**src/rtl/tilemap_scroll_strip_planner_defines.svh**
```systemverilog
// Assertion macros shared by the tilemap scroll strip planner.
// No dependencies; taken in by the files that carry assertions.
`ifndef TILEMAP_SCROLL_STRIP_PLANNER_DEFINES_SVH
`define TILEMAP_SCROLL_STRIP_PLANNER_DEFINES_SVH

// The consequent must hold in the same cycle as the antecedent.
`define TSS_ASSERT_NOW(label, clk, rst_n, ante, cons, msg) \
    label: assert property (@(posedge clk) disable iff (!rst_n) (ante) |-> (cons)) \
        else $error(msg);

// The consequent must hold in the cycle after the antecedent.
`define TSS_ASSERT_NEXT(label, clk, rst_n, ante, cons, msg) \
    label: assert property (@(posedge clk) disable iff (!rst_n) (ante) |=> (cons)) \
        else $error(msg);

`endif

```
**src/rtl/tss_pkg.sv**
```systemverilog
// Package for the tilemap scroll strip planner: sizes, constants and types.
// Used by every module of the block; depends on nothing.
`timescale 1ns / 1ps

package tss_pkg;

    localparam int VIEW_COLS  = 21;
    localparam int VIEW_ROWS  = 16;
    localparam int NUM_PLANES = 2;

    localparam int POS_W = 16;
    localparam int OFF_W = 12;
    localparam int VIEW_MAX = (VIEW_COLS > VIEW_ROWS) ? VIEW_COLS : VIEW_ROWS;
    localparam int CNT_W = $clog2(VIEW_MAX + 1);

    typedef logic signed [POS_W-1:0] pos_t;
    typedef logic [OFF_W-1:0]        off_t;
    typedef logic [CNT_W-1:0]        cnt_t;

    localparam pos_t VC_POS  = pos_t'(VIEW_COLS);
    localparam pos_t VC_NEG  = pos_t'(-VIEW_COLS);
    localparam pos_t VR_POS  = pos_t'(VIEW_ROWS);
    localparam pos_t VR_NEG  = pos_t'(-VIEW_ROWS);
    localparam pos_t RESET_X = pos_t'(-2 * VIEW_COLS);
    localparam cnt_t VC_CNT  = cnt_t'(VIEW_COLS);
    localparam cnt_t VR_CNT  = cnt_t'(VIEW_ROWS);

    localparam off_t COL_WORDS = off_t'(VIEW_ROWS * 2 * 2);
    localparam off_t ROW_WORDS = off_t'(VIEW_COLS * 2 * 2);

    localparam logic CMD_MOVE  = 1'b0;
    localparam logic CMD_FRAME = 1'b1;

    typedef struct packed {
        cnt_t col_cnt;
        cnt_t row_cnt;
        logic col_neg;
        logic row_neg;
        cnt_t col_adj;
        cnt_t row_adj;
    } plan_t;

endpackage

```
**src/rtl/tss_alu.sv**
```systemverilog
// Shared 16-bit add/subtract unit of the strip planner.
// Depends on tss_pkg for the position type.
`timescale 1ns / 1ps

module tss_alu (
    input  tss_pkg::pos_t a,
    input  tss_pkg::pos_t b,
    input  logic          sub,
    output tss_pkg::pos_t y
);
    import tss_pkg::*;

    // Positions wrap modulo 2^16, so the carry out is simply dropped.
    assign y = sub ? pos_t'(a - b) : pos_t'(a + b);

endmodule

```
**src/rtl/tss_plan.sv**
```systemverilog
// Classifies a scroll delta into column and row strip counts and start adjustments.
// Depends on tss_pkg for constants and the plan structure.
`timescale 1ns / 1ps

module tss_plan (
    input  tss_pkg::pos_t  dx,
    input  tss_pkg::pos_t  dy,
    output tss_pkg::plan_t plan
);
    import tss_pkg::*;

    pos_t dx_abs;
    pos_t dy_abs;

    assign dx_abs = dx[POS_W-1] ? pos_t'(-dx) : dx;
    assign dy_abs = dy[POS_W-1] ? pos_t'(-dy) : dy;

    always_comb
    begin
        plan.col_neg = dx[POS_W-1];
        plan.row_neg = dy[POS_W-1];
        if (dx > VC_POS || dx < VC_NEG)
        begin
            // A jump wider than the view refetches the whole width only.
            plan.col_cnt = VC_CNT;
            plan.row_cnt = '0;
        end
        else if (dy > VR_POS || dy < VR_NEG)
        begin
            plan.col_cnt = '0;
            plan.row_cnt = VR_CNT;
        end
        else
        begin
            plan.col_cnt = dx_abs[CNT_W-1:0];
            plan.row_cnt = dy_abs[CNT_W-1:0];
        end
        // The first strip lies at the new position plus this small adjustment.
        plan.col_adj = plan.col_neg ? cnt_t'(plan.col_cnt - 1'b1) : cnt_t'(VC_CNT - plan.col_cnt);
        plan.row_adj = plan.row_neg ? cnt_t'(plan.row_cnt - 1'b1) : cnt_t'(VR_CNT - plan.row_cnt);
    end

endmodule

```
**src/rtl/tilemap_scroll_strip_planner.sv**
```systemverilog
// Top level of the tilemap scroll strip planner: sequencer, plane state and output register.
// Depends on tss_pkg, tss_alu, tss_plan and the assertion macro header.
`timescale 1ns / 1ps
`include "tilemap_scroll_strip_planner_defines.svh"

// A move beat first runs set-up on the shared 16-bit adder (two deltas, a classification
// step, two start positions) in S_DX, S_DY, S_PLAN, S_CPOS and S_RPOS, and then issues one
// strip request per cycle in S_EMIT while the output is not stalled; a move emits 1 to 37
// strips. A move that leaves the position unchanged returns to idle from S_PLAN, and a
// frame-start beat is taken in idle without leaving it. Input is stalled while a move is
// in work. An output stall freezes the sequencer in its emit step. The last strip of a
// move may still wait in the output register while the next beat is being set up.
module tilemap_scroll_strip_planner (
    input  logic          clk,
    input  logic          rst_n,
    input  logic          in_valid,
    output logic          in_stall,
    input  logic          cmd,
    input  logic          plane,
    input  tss_pkg::pos_t new_x,
    input  tss_pkg::pos_t new_y,
    output logic          out_valid,
    input  logic          out_stall,
    output logic          is_row,
    output logic          target_plane,
    output tss_pkg::pos_t strip_x,
    output tss_pkg::pos_t strip_y,
    output tss_pkg::off_t buffer_offset,
    output logic          last
);
    import tss_pkg::*;

    typedef enum logic [6:0] {
        S_IDLE = 7'b0000001,
        S_DX   = 7'b0000010,
        S_DY   = 7'b0000100,
        S_PLAN = 7'b0001000,
        S_CPOS = 7'b0010000,
        S_RPOS = 7'b0100000,
        S_EMIT = 7'b1000000
    } state_t;

    state_t state_reg, state_next;

    pos_t  last_x_reg [NUM_PLANES];
    pos_t  last_y_reg [NUM_PLANES];
    off_t  staging_reg;
    logic  plane_reg;
    pos_t  nx_reg, ny_reg, cx_reg, cy_reg;
    pos_t  dx_reg, dy_reg;
    pos_t  col_pos_reg, row_pos_reg;
    plan_t plan_reg;
    plan_t plan_comb;

    logic  out_valid_reg;
    logic  is_row_reg, plane_out_reg, last_reg;
    pos_t  strip_x_reg, strip_y_reg;
    off_t  offset_reg;

    pos_t  alu_a, alu_b, alu_y;
    logic  alu_sub;

    logic  in_take;
    logic  emit_load;
    logic  emit_col;
    logic  beat_last;

    tss_alu u_alu (
        .a   (alu_a),
        .b   (alu_b),
        .sub (alu_sub),
        .y   (alu_y)
    );

    tss_plan u_plan (
        .dx   (dx_reg),
        .dy   (dy_reg),
        .plan (plan_comb)
    );

    assign in_stall  = (state_reg != S_IDLE);
    assign in_take   = in_valid && !in_stall;
    assign emit_load = (state_reg == S_EMIT) && (!out_valid_reg || !out_stall);
    assign emit_col  = (plan_reg.col_cnt != '0);
    assign beat_last = (plan_reg.col_cnt == '0 && plan_reg.row_cnt == cnt_t'(1))
                    || (plan_reg.col_cnt == cnt_t'(1) && plan_reg.row_cnt == '0);

    always_comb
    begin
        alu_a   = nx_reg;
        alu_b   = cx_reg;
        alu_sub = 1'b1;
        unique case (state_reg)
            S_DX:
            begin
                alu_a   = nx_reg;
                alu_b   = cx_reg;
                alu_sub = 1'b1;
            end
            S_DY:
            begin
                alu_a   = ny_reg;
                alu_b   = cy_reg;
                alu_sub = 1'b1;
            end
            S_CPOS:
            begin
                alu_a   = nx_reg;
                alu_b   = pos_t'(plan_reg.col_adj);
                alu_sub = 1'b0;
            end
            S_RPOS:
            begin
                alu_a   = ny_reg;
                alu_b   = pos_t'(plan_reg.row_adj);
                alu_sub = 1'b0;
            end
            S_EMIT:
            begin
                alu_a   = emit_col ? col_pos_reg : row_pos_reg;
                alu_b   = pos_t'(1);
                alu_sub = emit_col ? plan_reg.col_neg : plan_reg.row_neg;
            end
            default:
            begin
                alu_a   = nx_reg;
                alu_b   = cx_reg;
                alu_sub = 1'b1;
            end
        endcase
    end

    always_comb
    begin
        state_next = state_reg;
        unique case (state_reg)
            S_IDLE:
                if (in_take && cmd == CMD_MOVE)
                    state_next = S_DX;
            S_DX:   state_next = S_DY;
            S_DY:   state_next = S_PLAN;
            S_PLAN:
                if (plan_comb.col_cnt == '0 && plan_comb.row_cnt == '0)
                    state_next = S_IDLE;
                else
                    state_next = S_CPOS;
            S_CPOS: state_next = S_RPOS;
            S_RPOS: state_next = S_EMIT;
            S_EMIT:
                if (emit_load && beat_last)
                    state_next = S_IDLE;
            default: state_next = S_IDLE;
        endcase
    end

    always_ff @(posedge clk or negedge rst_n)
    begin
        if (!rst_n)
        begin
            state_reg     <= S_IDLE;
            staging_reg   <= '0;
            out_valid_reg <= 1'b0;
            for (int i = 0; i < NUM_PLANES; i++)
            begin
                last_x_reg[i] <= RESET_X;
                last_y_reg[i] <= '0;
            end
        end
        else
        begin
            state_reg <= state_next;
            if (in_take)
            begin
                if (cmd == CMD_FRAME)
                    staging_reg <= '0;
                else
                begin
                    // The old position is captured below, so the store can move on now.
                    last_x_reg[plane] <= new_x;
                    last_y_reg[plane] <= new_y;
                end
            end
            else if (emit_load)
                staging_reg <= off_t'(staging_reg + (emit_col ? COL_WORDS : ROW_WORDS));
            if (emit_load)
                out_valid_reg <= 1'b1;
            else if (!out_stall)
                out_valid_reg <= 1'b0;
        end
    end

    always_ff @(posedge clk)
    begin
        if (in_take)
        begin
            plane_reg <= plane;
            nx_reg    <= new_x;
            ny_reg    <= new_y;
            cx_reg    <= last_x_reg[plane];
            cy_reg    <= last_y_reg[plane];
        end
        if (state_reg == S_DX)
            dx_reg <= alu_y;
        if (state_reg == S_DY)
            dy_reg <= alu_y;
        if (state_reg == S_PLAN)
            plan_reg <= plan_comb;
        if (state_reg == S_CPOS)
            col_pos_reg <= alu_y;
        if (state_reg == S_RPOS)
            row_pos_reg <= alu_y;
        if (emit_load)
        begin
            is_row_reg    <= !emit_col;
            plane_out_reg <= plane_reg;
            strip_x_reg   <= emit_col ? col_pos_reg : nx_reg;
            strip_y_reg   <= emit_col ? ny_reg : row_pos_reg;
            offset_reg    <= staging_reg;
            last_reg      <= beat_last;
            if (emit_col)
            begin
                col_pos_reg      <= alu_y;
                plan_reg.col_cnt <= cnt_t'(plan_reg.col_cnt - 1'b1);
            end
            else
            begin
                row_pos_reg      <= alu_y;
                plan_reg.row_cnt <= cnt_t'(plan_reg.row_cnt - 1'b1);
            end
        end
    end

    assign out_valid     = out_valid_reg;
    assign is_row        = is_row_reg;
    assign target_plane  = plane_out_reg;
    assign strip_x       = strip_x_reg;
    assign strip_y       = strip_y_reg;
    assign buffer_offset = offset_reg;
    assign last          = last_reg;

    `TSS_ASSERT_NEXT(a_last_ends_move, clk, rst_n, emit_load && beat_last,
                     state_reg == S_IDLE, "last beat did not end the move")
    `TSS_ASSERT_NOW(a_offset_aligned, clk, rst_n, 1'b1, staging_reg[1:0] == 2'b00,
                    "staging offset lost word alignment")
    `TSS_ASSERT_NOW(a_counts_in_view, clk, rst_n, state_reg == S_EMIT,
                    plan_reg.col_cnt <= VC_CNT && plan_reg.row_cnt <= VR_CNT,
                    "strip count exceeds view size")
    `TSS_ASSERT_NOW(a_emit_has_work, clk, rst_n, state_reg == S_EMIT,
                    plan_reg.col_cnt != '0 || plan_reg.row_cnt != '0,
                    "emitting with no strips left")

endmodule

```
**config.mk**
```make
export PLATFORM = sky130hd
export DESIGN_NAME = tilemap_scroll_strip_planner
export DESIGN_NICKNAME = d
export VERILOG_FILES = /design/src/rtl/tss_pkg.sv /design/src/rtl/tss_alu.sv /design/src/rtl/tss_plan.sv /design/src/rtl/tilemap_scroll_strip_planner.sv
export VERILOG_INCLUDE_DIRS = /design/src /design/src/rtl
export SDC_FILE = /design/constraint.sdc
export NUM_CORES = 1
export LEC_CHECK = 0
export BUFFER_PORTS_ARGS = -buffer_cell sky130_fd_sc_hd__buf_4
export CELL_PAD_IN_SITES_DETAIL_PLACEMENT = 0
export CELL_PAD_IN_SITES_GLOBAL_PLACEMENT = 1
export CORE_ASPECT_RATIO = 1.5
export CORE_MARGIN = 3
export CORE_UTILIZATION = 44
export DETAILED_ROUTE_END_ITERATION = 6
export HOLD_SLACK_MARGIN = 0.03
export PLACE_DENSITY = 0.74
export SLEW_MARGIN = 25
export SYNTH_ARGS = -nofsm -noshare
export SYNTH_HDL_FRONTEND = slang
export SYNTH_SLANG_ARGS = --single-unit
```
**constraint.sdc**
```tcl
create_clock -name clk -period 4.3 [get_ports clk]
set_input_delay 0.86 -clock clk [delete_from_list [all_inputs] [get_ports clk]]
set_output_delay 0.86 -clock clk [all_outputs]
set_load 0.03 [all_outputs]
```
* Yosys cells after proc, flatten, opt, wreduce, memory -nomap -nowiden
Cells that the tools add are included.
** Cells by class
- Order comparisons :: 6
- Bitwise logic cells :: 2
- Eq/ne operators :: 14
- Mux-type cells :: 44
- Reductions and logical operators :: 27
- Add/sub/neg operators :: 11
** Operators with widths (number)
- 16-bit two-way mux :: 17
- 32-bit bitwise mux :: 2
- 16-bit case mux with 4 select lines :: 1
- 7-bit case mux with 7 select lines :: 1
- 5-bit two-way mux :: 8
- 12-bit two-way mux :: 3
- 16-bit by 6-bit greater-than comparator with 1-bit output, second input constant :: 2
- 16-bit case mux with 2 select lines :: 1
- 10-bit two-way mux :: 3
- 22-bit two-way mux :: 1
- 5-bit logical NOT :: 4
- 5-bit by 1-bit subtractor with 5-bit output, second input constant :: 4
- 16-bit adder :: 1
- 16-bit demux with 1-bit select :: 1
- 16-bit by 5-bit less-than comparator with 1-bit output, second input constant :: 1
- 16-bit by 6-bit less-than comparator with 1-bit output, second input constant :: 1
- 16-bit subtractor :: 1
- 7-bit two-way mux :: 2
- 12-bit by 7-bit adder with 12-bit output :: 1
- 5-bit by 1-bit == test with 1-bit output, second input constant :: 2
- 5-bit negator :: 2
- 5-bit subtractor, first input constant :: 2
- 1-bit logical AND :: 8
- 7-bit by 1-bit == test with 1-bit output, second input constant :: 1
- 21 further kinds :: 34
** Word-level totals
- Output and inout bits :: 49
- Word-level logic and storage cells :: 132
- Register bits after elaboration :: 282
- Input port bits :: 38

* Longest topological paths before layout
- Depth after elaboration :: 9
- Depth in mapped cells :: 20
- Depth with buffers taken out :: 19

* Modules after synthesis
Synthesis repeated with hierarchy kept, for this count alone.
** Second synthesis, totals
- Cells, all modules :: 1037
- Area, all modules :: 13062.5 µm²
** Modules (own cells, without submodules)
- tilemap_scroll_strip_planner :: seq. area each 7551.0 µm², cells each 775, area each 11173.2 µm², instances 1
- tss_alu :: seq. area each 0.0 µm², cells each 136, area each 989.7 µm², instances 1
- tss_plan :: seq. area each 0.0 µm², cells each 126, area each 899.6 µm², instances 1

* Worst setup path after synthesis
No wires, ideal clock.
- Path kind :: reg2reg
- Start :: reg state_reg[6]
- End :: reg dx_reg[14], data pin
- Buffers on the path :: 3
- Library setup time :: 0.261 ns
- Clock period less this slack :: 4.196 ns
- Setup slack :: 0.104 ns
- Data arrival time :: 3.934 ns
- Cell stages (with the launch flop) :: 20
- Data required time :: 4.039 ns
- Path through :: dfrtp_1 nor4b_2 and2_1 buf_4 nand2b_1 buf_4 a21oi_2 clkbuf_1 a221oi_1 ha_1 fa_1 nor2b_1 o21a_1 o21a_1 o211a_1 a311oi_1 o21ai_0 a31oi_1 xor2_1 inv_1
** On the way
- Word-level cells in the longest chain between the ends :: 5
- Elaborated cells on any way between the ends :: 12
- Classes of those cells :: add/sub (2); eq/ne (4); mux (4); reduce/logical (2)
** RTL lines
- start: declaration :: line tilemap_scroll_strip_planner.sv:43 : state_t state_reg, state_next;
- start signal: assignment :: line tilemap_scroll_strip_planner.sv:171 : state_reg <= state_next;
- 7-bit by 3-bit == test with 1-bit output / 7-bit by 6-bit == test with 1-bit output (equally long branches) :: line tilemap_scroll_strip_planner.sv:93 : unique case (state_reg)
- 2-bit OR reduction (no line)
- 16-bit case mux with 2 select lines :: line tilemap_scroll_strip_planner.sv:93
- 16-bit adder / 16-bit subtractor (equally long branches) :: line tss_alu.sv:14 : assign y = sub ? pos_t'(a - b) : pos_t'(a + b);
- 16-bit two-way mux * :: line tss_alu.sv:14
- named net alu_y[14] :: line tilemap_scroll_strip_planner.sv:60 : pos_t alu_a, alu_b, alu_y;
- end signal: assignment :: line tilemap_scroll_strip_planner.sv:203 : dx_reg <= alu_y;
- end: declaration :: line tilemap_scroll_strip_planner.sv:50 : pos_t dx_reg, dy_reg;
Mark *: on every way through the listed nets, which the timed path passes. The rest lies on a longest branch.
A chain may end at the register's enable or synchronous reset.

* Worst setup path after layout
- Start :: reg state_reg[4]
- End :: reg dx_reg[14], data pin
The elaborated chain is that of the path after synthesis.

==> results.cfg <==
[synth]
ys.warnings.count = 0
ys_ff_latch = 278
synth_commonest_cells = nand2_1, edfxtp_1, mux2_2
yosysTopAreaCell = edfxtp_1
synthMuxAreaShare_pct = 9.184
synthTopCellsByArea = edfxtp_1, dfrtp_1, mux2_2
avgSynthCellArea_sq_um = 12.08
synth-simple-area-share_pct = 11.95
synth_top_family_by_area = simple AND/OR/NAND/NOR gates
ys.flop_type = edfxtp_1
syn-cell-area_sq_um = 12470
syn_inst = 1032
synth_top_cell_area_share_pct = 37.10
synth_edf_count = 154
async_flop_share_pct = 29.50
ys_types = 68
yosys.cell_count.top_type = nand2_1
synth-compound-area-share_pct = 9.134
seq_area_frac_synth_pct = 60.57
synthAdderAreaFrac_pct = 3.674
synth-xor-area-share_pct = 3.021

[sta]
hold_violations = 0
worst_slack_ns = 0.1625
clock_skew_ns = 0.01819
worst_hold_slack_ns = 0.3915
slew_headroom_pct = 39.31
tightest_slew_ns = 0.9075
period_needed_ns = 4.138
fmax_mhz = 241.7
setup_viol_count_final = 0
drv_slew = 0
final.period_utilization_pct = 96.22

[cts]
root_buffer = clkbuf_16
cts_max_level = 1
clk_latency_ns = 0.55
cts_hold_buf = 0
clockBufferDepth = 3
clkTransAtPathRegs_ns = 0.06
cts_buffers = 28
cts.sinks = 278
cts_tree = built

[cells_and_area]
fillCellCount = 2401
fin_nets = 1232
drive_above_1_share_pct = 28.81
syn_to_final_growth_pct = 19.03
multi_input_area_sq_um = 4765
fin_area_sq_um = 14840
seqCellArea_sq_um = 7553
antenna_cells = 0
final_cell_count_no_fill = 1522

[global_route]
grt_overflow_total = 0
grt_max_degree = 66
grt_pass1_vias = 8332
grt_usage_pct = 19.27
grt_pass1_wl_um = 45780
antenna_found_initial = 0

[worst_setup_path]
cp.required_ns = 4.58
critPathCaptureType = flop
cp_cell_sequence = buf_4, nor4b_4, a211oi_2, nand2b_4, a221o_1, a221oi_4, a21oi_2, a221oi_1, ha_1, nor2_1, nor2_1, o211a_1, a311oi_2, buf_4, o21ai_0, a31oi_1, xor2_1, inv_1
cp_top_family = compound AO/OA/AOI/OAI gates
cp_max_fo = 4
path_buf_inv = 3
start_kind = flop
crit_type = flop to flop
worstPathArrival_ns = 4.42
r2r_slack_ns = 0.16
slowest_delay_ns = 0.38
crit_slowest_cell = dfrtp_1

[worst_hold_path]
worstHoldPathType = input port to asynchronous set/reset pin

[detailed_routing]
dr.pass1.iters = 5
vias_per_cell = 5.444
dr_total_vias = 8286
drt_iter0_drc = 511
wire_per_inst_um = 19.18
antenna_left = 0
wl_um = 29200
drc = 0

[floorplan]
core.rowCount = 74
die_w_um = 143.4
die_h_um = 212.1
start_util_pct = 45.18
die_area_sq_um = 30430
core_area_sq_um = 27590
io_pins = 87

[placed_design]
port_buffers = 84
post-place-ws_ns = 0.07759
place_area_sq_um = 13730
dp_cells = 1466
place_congestion = 0.8856
dp_hpwl_um = 21070

[run]
drv_cap = 0

[power]
power_w = 0.008649
p_per_area_nw_per_um2 = 582.9
p_leak_nw = 5.943
ir_worst_vdd_mv = 0.3883

[outcome]
outcome = complete, no violations
[logic make-up after synthesis]
group | Yosys count
adders and majority gates | 36
buffers and inverters | 71
and+or+nand+nor | 337
muxes | 102
xor gates and xnor gates | 43
other | 1
DFF | 278
AOI/OAI and AO/OA | 164
[layout by cell type (no fill, tap or decap), types with 8 or more instances in the layout]
cell type / n
a21oi_1: 42
a221o_1: 15
buf_4: 131
clkbuf_16: 29
dfrtp_1: 53
dfstp_2: 27
dfxtp_1: 42
edfxtp_1: 154
ha_1: 34
inv_1: 27
mux2_2: 98
nand2_1: 198
nand3_1: 11
nor2_1: 54
nor2b_1: 9
nor3_1: 18
o21a_1: 8
o21ai_0: 34
xnor2_1: 29
xor2_1: 14
[final cells by class]
type                    count  area share [%]
flip-flops and latches    278           50.91
multi-input cells         684           32.11
repair buffers            135           7.049
clock buffers              35           5.110
well taps                 342           2.884
clock inverters            17           1.155
inverters                  31          0.7842
[final timing paths]
check	from	endpoint	cells after the start
setup reg to reg	state_reg[4]	dx_reg[14]	18
setup / recovery	state_reg[4]	dx_reg[14]	18
hold reg to reg	plane_reg	target_plane	0
hold / removal	rst_n	last_y_reg[2]	1
max in group asynchronous	rst_n	last_x_reg[13]	2
min in group clk	plane_reg	target_plane	0
[report_power, final]
| group | total (W) | switching [W] | leakage [nW] | internal [W] |
|---|---|---|---|---|
| clock network | 0.00245 | 0.00102 | 0.456 | 0.00143 |
| logic | 0.00219 | 0.00117 | 2.74 | 0.00101 |
| registers | 0.00401 | 0.000323 | 2.75 | 0.00368 |
| total | 0.00865 | 0.00252 | 5.94 | 0.00613 |
[layer usage]
metal  wire length [um]  vias up  GRT usage (%)
met3               1047       65          2.363
met1              12570     4089          25.23
li1                   -     3959              -
met5                  0        -              0
met2              14590      173          32.99
met4                995        0          6.855
[per-stage QoR]
stage	utilization (%)	TNS [ns]
CTS	53.15	0
floorplan	-	0
global route	53.78	-0.0004015
detailed placement	49.78	0
finish	53.78	0
global placement	49.78	0
[timing repair]
| item | 4_1_cts | 5_1_grt |
|---|---|---|
| gates resized for setup | 0 | 28 |
| setup buffers | 0 | 4 |
| setup endpoints to repair | 0 | 24 |
No activity file was read; power rests on OpenSTA's default activity.
